--- src/bitbang_serial_exchanger_top_assert.svh ---
// Assertion macros for the bit-bang serial exchanger.
// Each macro takes a label, the clock, the active-low reset, the checked
// expressions and a message.
`ifndef BITBANG_SERIAL_EXCHANGER_TOP_ASSERT_SVH
`define BITBANG_SERIAL_EXCHANGER_TOP_ASSERT_SVH

`ifndef SYNTHESIS

`define BSE_ASSERT(lbl, clk, rst_n, expr, msg) \
    lbl: assert property (@(posedge clk) disable iff (!rst_n) (expr)) else $error(msg);

`define BSE_ASSERT_IMPL(lbl, clk, rst_n, ante, cons, msg) \
    lbl: assert property (@(posedge clk) disable iff (!rst_n) (ante) |-> (cons)) \
        else $error(msg);

`define BSE_ASSERT_NEXT(lbl, clk, rst_n, ante, cons, msg) \
    lbl: assert property (@(posedge clk) disable iff (!rst_n) (ante) |=> (cons)) \
        else $error(msg);

`else

`define BSE_ASSERT(lbl, clk, rst_n, expr, msg)

`define BSE_ASSERT_IMPL(lbl, clk, rst_n, ante, cons, msg)

`define BSE_ASSERT_NEXT(lbl, clk, rst_n, ante, cons, msg)

`endif

`endif

--- src/bse_pkg.sv ---
package bse_pkg;

    typedef logic [1:0] t_op;
    localparam t_op OP_TICK  = 2'd0;
    localparam t_op OP_START = 2'd1;
    localparam t_op OP_POP   = 2'd2;

    typedef logic [4:0] t_phase;
    localparam t_phase PH_IDLE      = 5'd0;
    localparam t_phase PH_FIRST     = 5'd1;
    localparam t_phase PH_LAST_BIT  = 5'd16;
    localparam t_phase PH_TERM_A    = 5'd17;
    localparam t_phase PH_TERM_B    = 5'd18;
    localparam t_phase PH_TERM_LAST = 5'd19;

    localparam logic [7:0] PAT_IDLE    = 8'h00;
    localparam logic [7:0] PAT_CLK     = 8'h80;
    localparam logic [7:0] PAT_TERM_LO = 8'h0F;
    localparam logic [7:0] PAT_TERM_HI = 8'h8F;

    // byte handed to the receive store at the end of a frame
    typedef struct packed {
        logic       req;
        logic [7:0] data;
    } t_cap;

    typedef struct packed {
        logic [7:0] pattern;
        logic       busy;
    } t_seq_res;

    function automatic logic [7:0] pattern_of(t_phase ph, logic [7:0] so);
        t_phase     pm1;
        logic [2:0] idx;
        logic       b;
        logic [7:0] pat;
        pm1 = ph - PH_FIRST;
        idx = ~pm1[3:1];
        b   = so[idx];
        if (ph >= PH_FIRST && ph <= PH_LAST_BIT) begin
            pat = ph[0] ? {7'b0, b} : (PAT_CLK | {7'b0, b});
        end else if (ph == PH_TERM_A || ph == PH_TERM_LAST) begin
            pat = PAT_TERM_LO;
        end else if (ph == PH_TERM_B) begin
            pat = PAT_TERM_HI;
        end else begin
            pat = PAT_IDLE;
        end
        return pat;
    endfunction

endpackage

--- src/bse_seq.sv ---
`include "bitbang_serial_exchanger_top_assert.svh"

module bse_seq
    import bse_pkg::*;
(
    input  logic       i_clk,
    input  logic       i_rst_n,
    input  logic       i_en,
    input  t_op        i_op,
    input  logic [7:0] i_tx_byte,
    input  logic       i_rx_pin,
    input  logic       i_allow_zeros,
    output t_seq_res   o_res,
    output t_cap       o_cap
);

    t_phase     r_phase, n_phase;
    logic [7:0] r_shift_out, n_shift_out;
    logic [7:0] r_shift_in, n_shift_in;
    logic       r_frame_valid, n_frame_valid;

    always_comb begin
        n_phase       = r_phase;
        n_shift_out   = r_shift_out;
        n_shift_in    = r_shift_in;
        n_frame_valid = r_frame_valid;
        o_cap.req     = 1'b0;
        if (i_en) begin
            case (i_op)
                OP_TICK: begin
                    if (r_phase != PH_IDLE) begin
                        if (r_phase <= PH_LAST_BIT) begin
                            if (r_phase[0]) begin
                                if (r_phase == PH_FIRST) begin
                                    n_frame_valid = i_rx_pin;
                                end
                            end else begin
                                n_shift_in = {r_shift_in[6:0], i_rx_pin};
                            end
                            // store the frame unless it is invalid or a filtered zero
                            if (r_phase == PH_LAST_BIT) begin
                                o_cap.req = r_frame_valid
                                            && (n_shift_in != 8'h00 || i_allow_zeros);
                            end
                        end
                        n_phase = (r_phase >= PH_TERM_LAST) ? PH_IDLE : r_phase + 5'd1;
                    end
                end
                OP_START: begin
                    if (r_phase == PH_IDLE) begin
                        n_shift_out   = i_tx_byte;
                        n_shift_in    = 8'h00;
                        n_frame_valid = 1'b0;
                        n_phase       = PH_FIRST;
                    end
                end
                default: begin
                end
            endcase
        end
        o_cap.data    = n_shift_in;
        o_res.pattern = pattern_of(n_phase, n_shift_out);
        o_res.busy    = (n_phase != PH_IDLE);
    end

    always_ff @(posedge i_clk) begin
        if (!i_rst_n) begin
            r_phase       <= PH_IDLE;
            r_shift_out   <= 8'h00;
            r_shift_in    <= 8'h00;
            r_frame_valid <= 1'b0;
        end else begin
            r_phase       <= n_phase;
            r_shift_out   <= n_shift_out;
            r_shift_in    <= n_shift_in;
            r_frame_valid <= n_frame_valid;
        end
    end

    `BSE_ASSERT(a_phase_range, i_clk, i_rst_n, r_phase <= PH_TERM_LAST, "phase out of range")
    `BSE_ASSERT_IMPL(a_cap_at_end, i_clk, i_rst_n, o_cap.req, i_en && r_phase == PH_LAST_BIT && r_frame_valid, "capture outside frame end")

endmodule

--- src/bse_fifo.sv ---
`include "bitbang_serial_exchanger_top_assert.svh"

module bse_fifo
    import bse_pkg::*;
#(
    parameter int DEPTH = 256
) (
    input  logic                     i_clk,
    input  logic                     i_rst_n,
    input  t_cap                     i_cap,
    input  logic                     i_pop,
    output logic                     o_pop_ok,
    output logic [7:0]               o_rd_data,
    output logic [$clog2(DEPTH)-1:0] o_count
);

    localparam int AW = $clog2(DEPTH);

    logic [7:0]    mem [DEPTH];
    logic [AW-1:0] r_wr_idx, r_rd_idx, r_count;
    logic [7:0]    r_rd_data;
    logic          w_wr;

    // keep one slot free, as the ring indices would otherwise wrap onto each other
    assign w_wr     = i_cap.req && (r_count < AW'(DEPTH - 1));
    assign o_pop_ok = i_pop && (r_count != '0);
    assign o_count  = w_wr ? r_count + 1'b1 : (o_pop_ok ? r_count - 1'b1 : r_count);
    assign o_rd_data = r_rd_data;

    always_ff @(posedge i_clk) begin
        if (!i_rst_n) begin
            r_wr_idx <= '0;
            r_rd_idx <= '0;
            r_count  <= '0;
        end else begin
            if (w_wr) begin
                r_wr_idx <= (r_wr_idx == AW'(DEPTH - 1)) ? '0 : r_wr_idx + 1'b1;
            end
            if (o_pop_ok) begin
                r_rd_idx <= (r_rd_idx == AW'(DEPTH - 1)) ? '0 : r_rd_idx + 1'b1;
            end
            r_count <= o_count;
        end
    end

    always_ff @(posedge i_clk) begin
        if (w_wr) begin
            mem[r_wr_idx] <= i_cap.data;
        end
        if (o_pop_ok) begin
            r_rd_data <= mem[r_rd_idx];
        end
    end

    `BSE_ASSERT(a_one_side, i_clk, i_rst_n, !(w_wr && o_pop_ok), "write and pop in one item")
    `BSE_ASSERT(a_count_idx, i_clk, i_rst_n, (r_wr_idx >= r_rd_idx) ? (r_count == r_wr_idx - r_rd_idx) : ({1'b0, r_count} == {1'b0, r_wr_idx} + (AW + 1)'(DEPTH) - {1'b0, r_rd_idx}), "count disagrees with indices")

endmodule

--- src/bitbang_serial_exchanger_top.sv ---
// Bit-bang serial exchanger: an SPI mode 0 style master, MSB first, that
// drives an 8-bit pin pattern one phase per tick item, with a receive store.
// Input channel i_s_axis_*: tuser carries the op (tick with rx sample, start
// exchange, pop captured byte); tdata carries the byte to send and the rx pin
// level. Every accepted item yields exactly one result item on o_m_axis_*:
// the pattern to hold, busy, the popped byte with its valid flag, and the
// number of bytes held.
// Results are registered through the middle stage and the result register;
// an item is accepted in every cycle while results are taken, since the
// sequencer and store update in one pass and two register stages follow.
// The pop reads the store through one registered memory port.
// The allow-zeros register is written through i_cfg_we/i_cfg_wdata; the
// user writes it only while idle, as the block itself does not enforce it.
// Reset (synchronous, active low) empties both stages, returns the sequencer
// to idle, clears the store indices and the allow-zeros register.
// When the receiver stalls the result register holds, the middle stage fills,
// and then o_s_axis_tready drops until a result is taken.
`include "bitbang_serial_exchanger_top_assert.svh"

module bitbang_serial_exchanger_top
    import bse_pkg::*;
#(
    parameter int BUF_DEPTH = 256
) (
    input  logic        i_clk,
    input  logic        i_rst_n,
    input  logic        i_cfg_we,
    input  logic        i_cfg_wdata,
    input  logic        i_s_axis_tvalid,
    output logic        o_s_axis_tready,
    input  logic [15:0] i_s_axis_tdata,  // tx_byte[7:0], rx_pin[8], zero pad
    input  logic [1:0]  i_s_axis_tuser,  // op[1:0]
    output logic        o_m_axis_tvalid,
    input  logic        i_m_axis_tready,
    // pin_pattern[7:0], busy_res[8], rx_byte[16:9], rx_valid[17],
    // captured_count[25:18], zero pad
    output logic [31:0] o_m_axis_tdata
);

    localparam int CW = $clog2(BUF_DEPTH);

    logic          r_allow_zeros;
    logic          w_accept, w_s1_move;
    t_seq_res      w_res;
    t_cap          w_cap;
    logic          w_pop_ok;
    logic [7:0]    w_rd_data;
    logic [CW-1:0] w_count;
    logic [CW+7:0] w_count_ext;

    logic          r_s1_valid;
    t_seq_res      r_s1_res;
    logic          r_s1_rvalid;
    logic [7:0]    r_s1_count;

    logic          r_out_valid;
    logic [31:0]   r_out_data;

    assign w_accept        = i_s_axis_tvalid && o_s_axis_tready;
    assign w_s1_move       = r_s1_valid && (!r_out_valid || i_m_axis_tready);
    assign o_s_axis_tready = !r_s1_valid || w_s1_move;
    assign w_count_ext     = {8'h00, w_count};

    bse_seq u_seq (
        .i_clk         (i_clk),
        .i_rst_n       (i_rst_n),
        .i_en          (w_accept),
        .i_op          (i_s_axis_tuser),
        .i_tx_byte     (i_s_axis_tdata[7:0]),
        .i_rx_pin      (i_s_axis_tdata[8]),
        .i_allow_zeros (r_allow_zeros),
        .o_res         (w_res),
        .o_cap         (w_cap)
    );

    bse_fifo #(
        .DEPTH (BUF_DEPTH)
    ) u_fifo (
        .i_clk     (i_clk),
        .i_rst_n   (i_rst_n),
        .i_cap     (w_cap),
        .i_pop     (w_accept && i_s_axis_tuser == OP_POP),
        .o_pop_ok  (w_pop_ok),
        .o_rd_data (w_rd_data),
        .o_count   (w_count)
    );

    always_ff @(posedge i_clk) begin
        if (!i_rst_n) begin
            r_allow_zeros <= 1'b0;
        end else if (i_cfg_we) begin
            r_allow_zeros <= i_cfg_wdata;
        end
    end

    // middle stage: pairs with the registered store read
    always_ff @(posedge i_clk) begin
        if (!i_rst_n) begin
            r_s1_valid <= 1'b0;
        end else begin
            r_s1_valid <= w_accept || (r_s1_valid && !w_s1_move);
        end
    end

    always_ff @(posedge i_clk) begin
        if (w_accept) begin
            r_s1_res    <= w_res;
            r_s1_rvalid <= w_pop_ok;
            r_s1_count  <= w_count_ext[7:0];
        end
    end

    always_ff @(posedge i_clk) begin
        if (!i_rst_n) begin
            r_out_valid <= 1'b0;
        end else if (w_s1_move) begin
            r_out_valid <= 1'b1;
        end else if (i_m_axis_tready) begin
            r_out_valid <= 1'b0;
        end
    end

    always_ff @(posedge i_clk) begin
        if (w_s1_move) begin
            r_out_data <= {6'b0, r_s1_count, r_s1_rvalid,
                           r_s1_rvalid ? w_rd_data : 8'h00,
                           r_s1_res.busy, r_s1_res.pattern};
        end
    end

    assign o_m_axis_tvalid = r_out_valid;
    assign o_m_axis_tdata  = r_out_data;

    `BSE_ASSERT_IMPL(a_stall_full, i_clk, i_rst_n, !o_s_axis_tready, r_s1_valid && r_out_valid && !i_m_axis_tready, "input stalled with room")
    `BSE_ASSERT_NEXT(a_s1_drains, i_clk, i_rst_n, r_s1_valid && i_m_axis_tready && !w_accept, !r_s1_valid || r_out_valid, "middle stage lost")

endmodule

--- config.mk ---
export PLATFORM = sky130hd
export DESIGN_NAME = bitbang_serial_exchanger_top
export DESIGN_NICKNAME = d
export VERILOG_FILES = /design/src/bse_pkg.sv /design/src/bse_seq.sv /design/src/bse_fifo.sv /design/src/bitbang_serial_exchanger_top.sv
export VERILOG_INCLUDE_DIRS = /design/src /design/src/src
export SDC_FILE = /design/constraint.sdc
export NUM_CORES = 2
export LEC_CHECK = 0
export BUFFER_PORTS_ARGS = -buffer_cell sky130_fd_sc_hd__buf_2
export CAP_MARGIN = 10
export CORE_UTILIZATION = 50
export DETAILED_ROUTE_END_ITERATION = 8
export PLACE_DENSITY = 0.63
export SYNTH_ARGS = -nofsm -noshare
export SYNTH_HDL_FRONTEND = slang
export SYNTH_SLANG_ARGS = --single-unit
--- constraint.sdc ---
create_clock -name i_clk -period 12.6 [get_ports i_clk]
set_input_delay 3.78 -clock i_clk [delete_from_list [all_inputs] [get_ports i_clk]]
set_output_delay 3.78 -clock i_clk [all_outputs]
set_load 0.005 [all_outputs]
==> impl_metrics.py <==
metrics = {
    "routing": {
        "drcViolationCount": 3,
        "wirelength_mm": 197,
        "wire_per_inst_um": 31.1,
        "ant_nets": 0,
        "dr_wl_met2_mm": 92.8,
        "drtIter0Drc": 4473,
        "dr.max_layer_used": "met5",
        "vias_per_cell": 6.21,
        "wl_met1_mm": 81.5,
        "route.met3.wl_mm": 15.0,
        "firstDrtPassIters": 9,
        "vias": 39200,
    },
    "setup_path": {
        "crit_path_start": "i_m_axis_tready",
        "path_common_cell": "buf_2",
        "crit_type": "input pin to output port",
        "cp_data_required_time_ns": 8.82,
        "critical_path.max_fanout": 7,
        "reg2reg_from": "u_fifo.r_rd_idx[0]",
        "crit_path_top_delay_cell": "nand3b_1",
        "regToRegEndpoint": "u_fifo.o_rd_data[5]",
        "r2r_slack_ns": 7.45,
        "endpoint": "o_s_axis_tready",
        "slowest_delay_ns": 0.26,
        "worstPathArrival_ns": 4.33,
        "start_kind": "input pin",
        "cp-end-kind": "output port",
        "crit_chain": "buf_2 > nand3b_1 > buf_2",
        "reg2reg_depth": 8,
    },
    "floorplanning": {
        "ios": 58,
        "row_count": 149,
        "die_w_um": 410,
        "dieArea_um2": 168000,
        "initial_utilization_pct": 50.5,
        "die_y_um": 410,
        "core_area_um2": 165000,
    },
    "final_layout": {
        "insertedDiodeCount": 0,
        "fin_nets": 3991,
        "fin_area_um2": 92700,
        "layout-drive-gt1-share_pct": 25.2,
        "fin_cells": 6317,
        "area_growth_pct": 11.3,
    },
    "sta": {
        "post-route-min-period_ns": 8.11,
        "fin_worst_skew_ns": 0.0293,
        "hold_viol": 0,
        "fin_crit_sh_pct": 64.4,
        "finalSetupViolations": 0,
        "slew_violations": 0,
        "rsz0062_at_grt": "false",
        "worst_slack_ns": 4.49,
        "fmax_ghz": 0.123,
        "worst_pin_slew_ns": 1.25,
        "final.setup.tns_ns": 0,
        "max_slew_margin_pct": 16.5,
    },
    "yosys": {
        "yosysUniqueCellTypes": 67,
        "synth_edf_count": 2090,
        "synthTopCellsByArea": "edfxtp_1, mux4_2, nor2_1",
        "synth-seq-cells": 2139,
        "syn_area_um2": 83400,
        "avgSynthCellArea_um2": 21.6,
        "yosysTopAreaCell": "edfxtp_1",
        "ys_seq_area_share_pct": 76.5,
        "yosysWarnings": 0,
        "synth-async-reset-ratio_pct": 0,
        "yosysMostFrequentCell": "edfxtp_1",
        "synth_cells": 3859,
        "yosys_most_used_dff": "edfxtp_1",
        "ys_top_cells_by_count": "edfxtp_1, mux4_2, nor2_1, clkbuf_1, mux2i_1",
        "synth.top_cell.area_share_pct": 75.3,
    },
    "place": {
        "gp_congestion": 0.849,
        "place_area_um2": 86000,
        "numPortBuffers": 41,
        "dpl.hpwl_mm": 114,
        "dp_slack_ns": 4.50,
        "dp.cells": 5928,
    },
    "cts": {
        "cts_made_buffers": 210,
        "clock_path_buffers": 3,
        "worstSkewPairLatency_ns": 0.84,
        "clock_sinks": 2139,
        "htreeDepth": 4,
        "cts_root_buf": "clkbuf_16",
        "path_clk_slew_ns": 0.06,
        "postCtsSetupRepairBufs": 0,
        "cts_resized": 0,
        "tritoncts": "yes",
        "postCtsHoldBufs": 0,
    },
    "global_route": {
        "grt_overflow": 0,
        "grt_max_degree": 215,
        "grt_antenna_before_repair": 3,
        "grt_pass1_wl_mm": 284,
        "grt_pass1_vias": 39500,
        "grt_usage_pct": 23.7,
    },
    "power_and_ir_drop": {
        "peakVddDrop_v": 0.000123,
        "p_leak_uw": 0.0288,
        "p_per_area_nw_per_um2": 152,
    },
    "status": {
        "status": "finished, violations left",
        "violations": "DRC",
    },
    "flow_run": {
        "max-cap-violations": 0,
    },
    "min_path": {
        "hp-class": "flop to flop",
    },
}
## power breakdown
| group | internal (uW) | switching, uW | total [uW] |
|---|---|---|---|
| clock network | 3560 | 2640 | 6200 |
| registers | 7710 | 9.70 | 7710 |
| logic | 72.9 | 91.8 | 165 |
## routing by layer
layer / vias up / track usage [%]
li1: 16300 / -
met1: 21100 / 33.8
met2: 1542 / 36.3
met3: 309 / 4.85
met4: 2 / 8.71
met5: - / 0
## placed cells by master (no fill, tap or decap), types with 39 or more instances in the layout
| master | n |
|---|---|
| clkbuf_16 | 216 |
| mux2i_1 | 76 |
| and2_1 | 39 |
| dfxtp_1 | 43 |
| edfxtp_1 | 2090 |
| a21oi_1 | 42 |
| mux4_2 | 578 |
| nand2_1 | 65 |
| clkbuf_1 | 44 |
| nor2_1 | 301 |
| clkinv_1 | 48 |
| buf_2 | 41 |
| buf_4 | 55 |
## sequential cells by signal (all words and copies together) (netlist names)
| register | flops |
|---|---|
| u_fifo.r_count | 8 |
| u_fifo.r_rd_idx | 8 |
| u_seq.r_frame_valid | 1 |
| u_seq.r_phase | 5 |
| o_m_axis_tvalid | 1 |
| o_m_axis_tdata | 21 |
| u_fifo.mem | 2048 |
| r_s1_res | 4 |
| r_s1_rvalid | 1 |
| r_s1_count | 8 |
| u_seq.r_shift_in | 8 |
| u_seq.r_shift_out | 8 |
| r_allow_zeros | 1 |
| u_fifo.o_rd_data | 8 |
| u_fifo.r_wr_idx | 8 |
| r_s1_valid | 1 |
## worst min-delay path by stage
stage	start	endpoint	slack, ns	cells after the start
global route	r_s1_count[3]	o_m_axis_tdata[21]	0.42	0
floorplan	r_s1_res[1]	o_m_axis_tdata[0]	0.40	0
CTS	r_s1_count[2]	o_m_axis_tdata[20]	0.42	0
finish	r_s1_count[3]	o_m_axis_tdata[21]	0.42	0
global placement	r_s1_count[3]	o_m_axis_tdata[21]	0.40	0
detailed placement	r_s1_count[2]	o_m_axis_tdata[20]	0.41	0
## critical path, delay by kind of cell
family	cells	cell delay [ns]
and+or+nand+nor	1	0.26
buffers and inverters	2	0.29
## cells by family after synthesis
family	synth area share [%]
compound gates	1.77
other cells	0.00450
simple gates	3.00
flops	76.5
xor+xnor	0.221
fa+ha+maj	0.240
buf+inv	1.50
mux	16.8
## stage by stage
stage / total power (uW) / hold WS (ns) / util [%]
floorplan: 8000 / 0.400 / -
global placement: 8030 / 0.402 / 52.0
detailed placement: 8040 / 0.406 / 52.0
CTS: 14200 / 0.420 / 56.2
global route: 14400 / 0.423 / 56.2
finish: 14100 / 0.418 / 56.2
## layout make-up
type	count	area, um^2
inverter	13	48.8
clock buffer	263	5610
multi-input combinational	1480	18600
tap	2189	2740
timing repair buffer	107	838
fill	12200	72400
sequential	2139	63800
clock inverter	126	1180
Power figures use the tool's default switching activity.
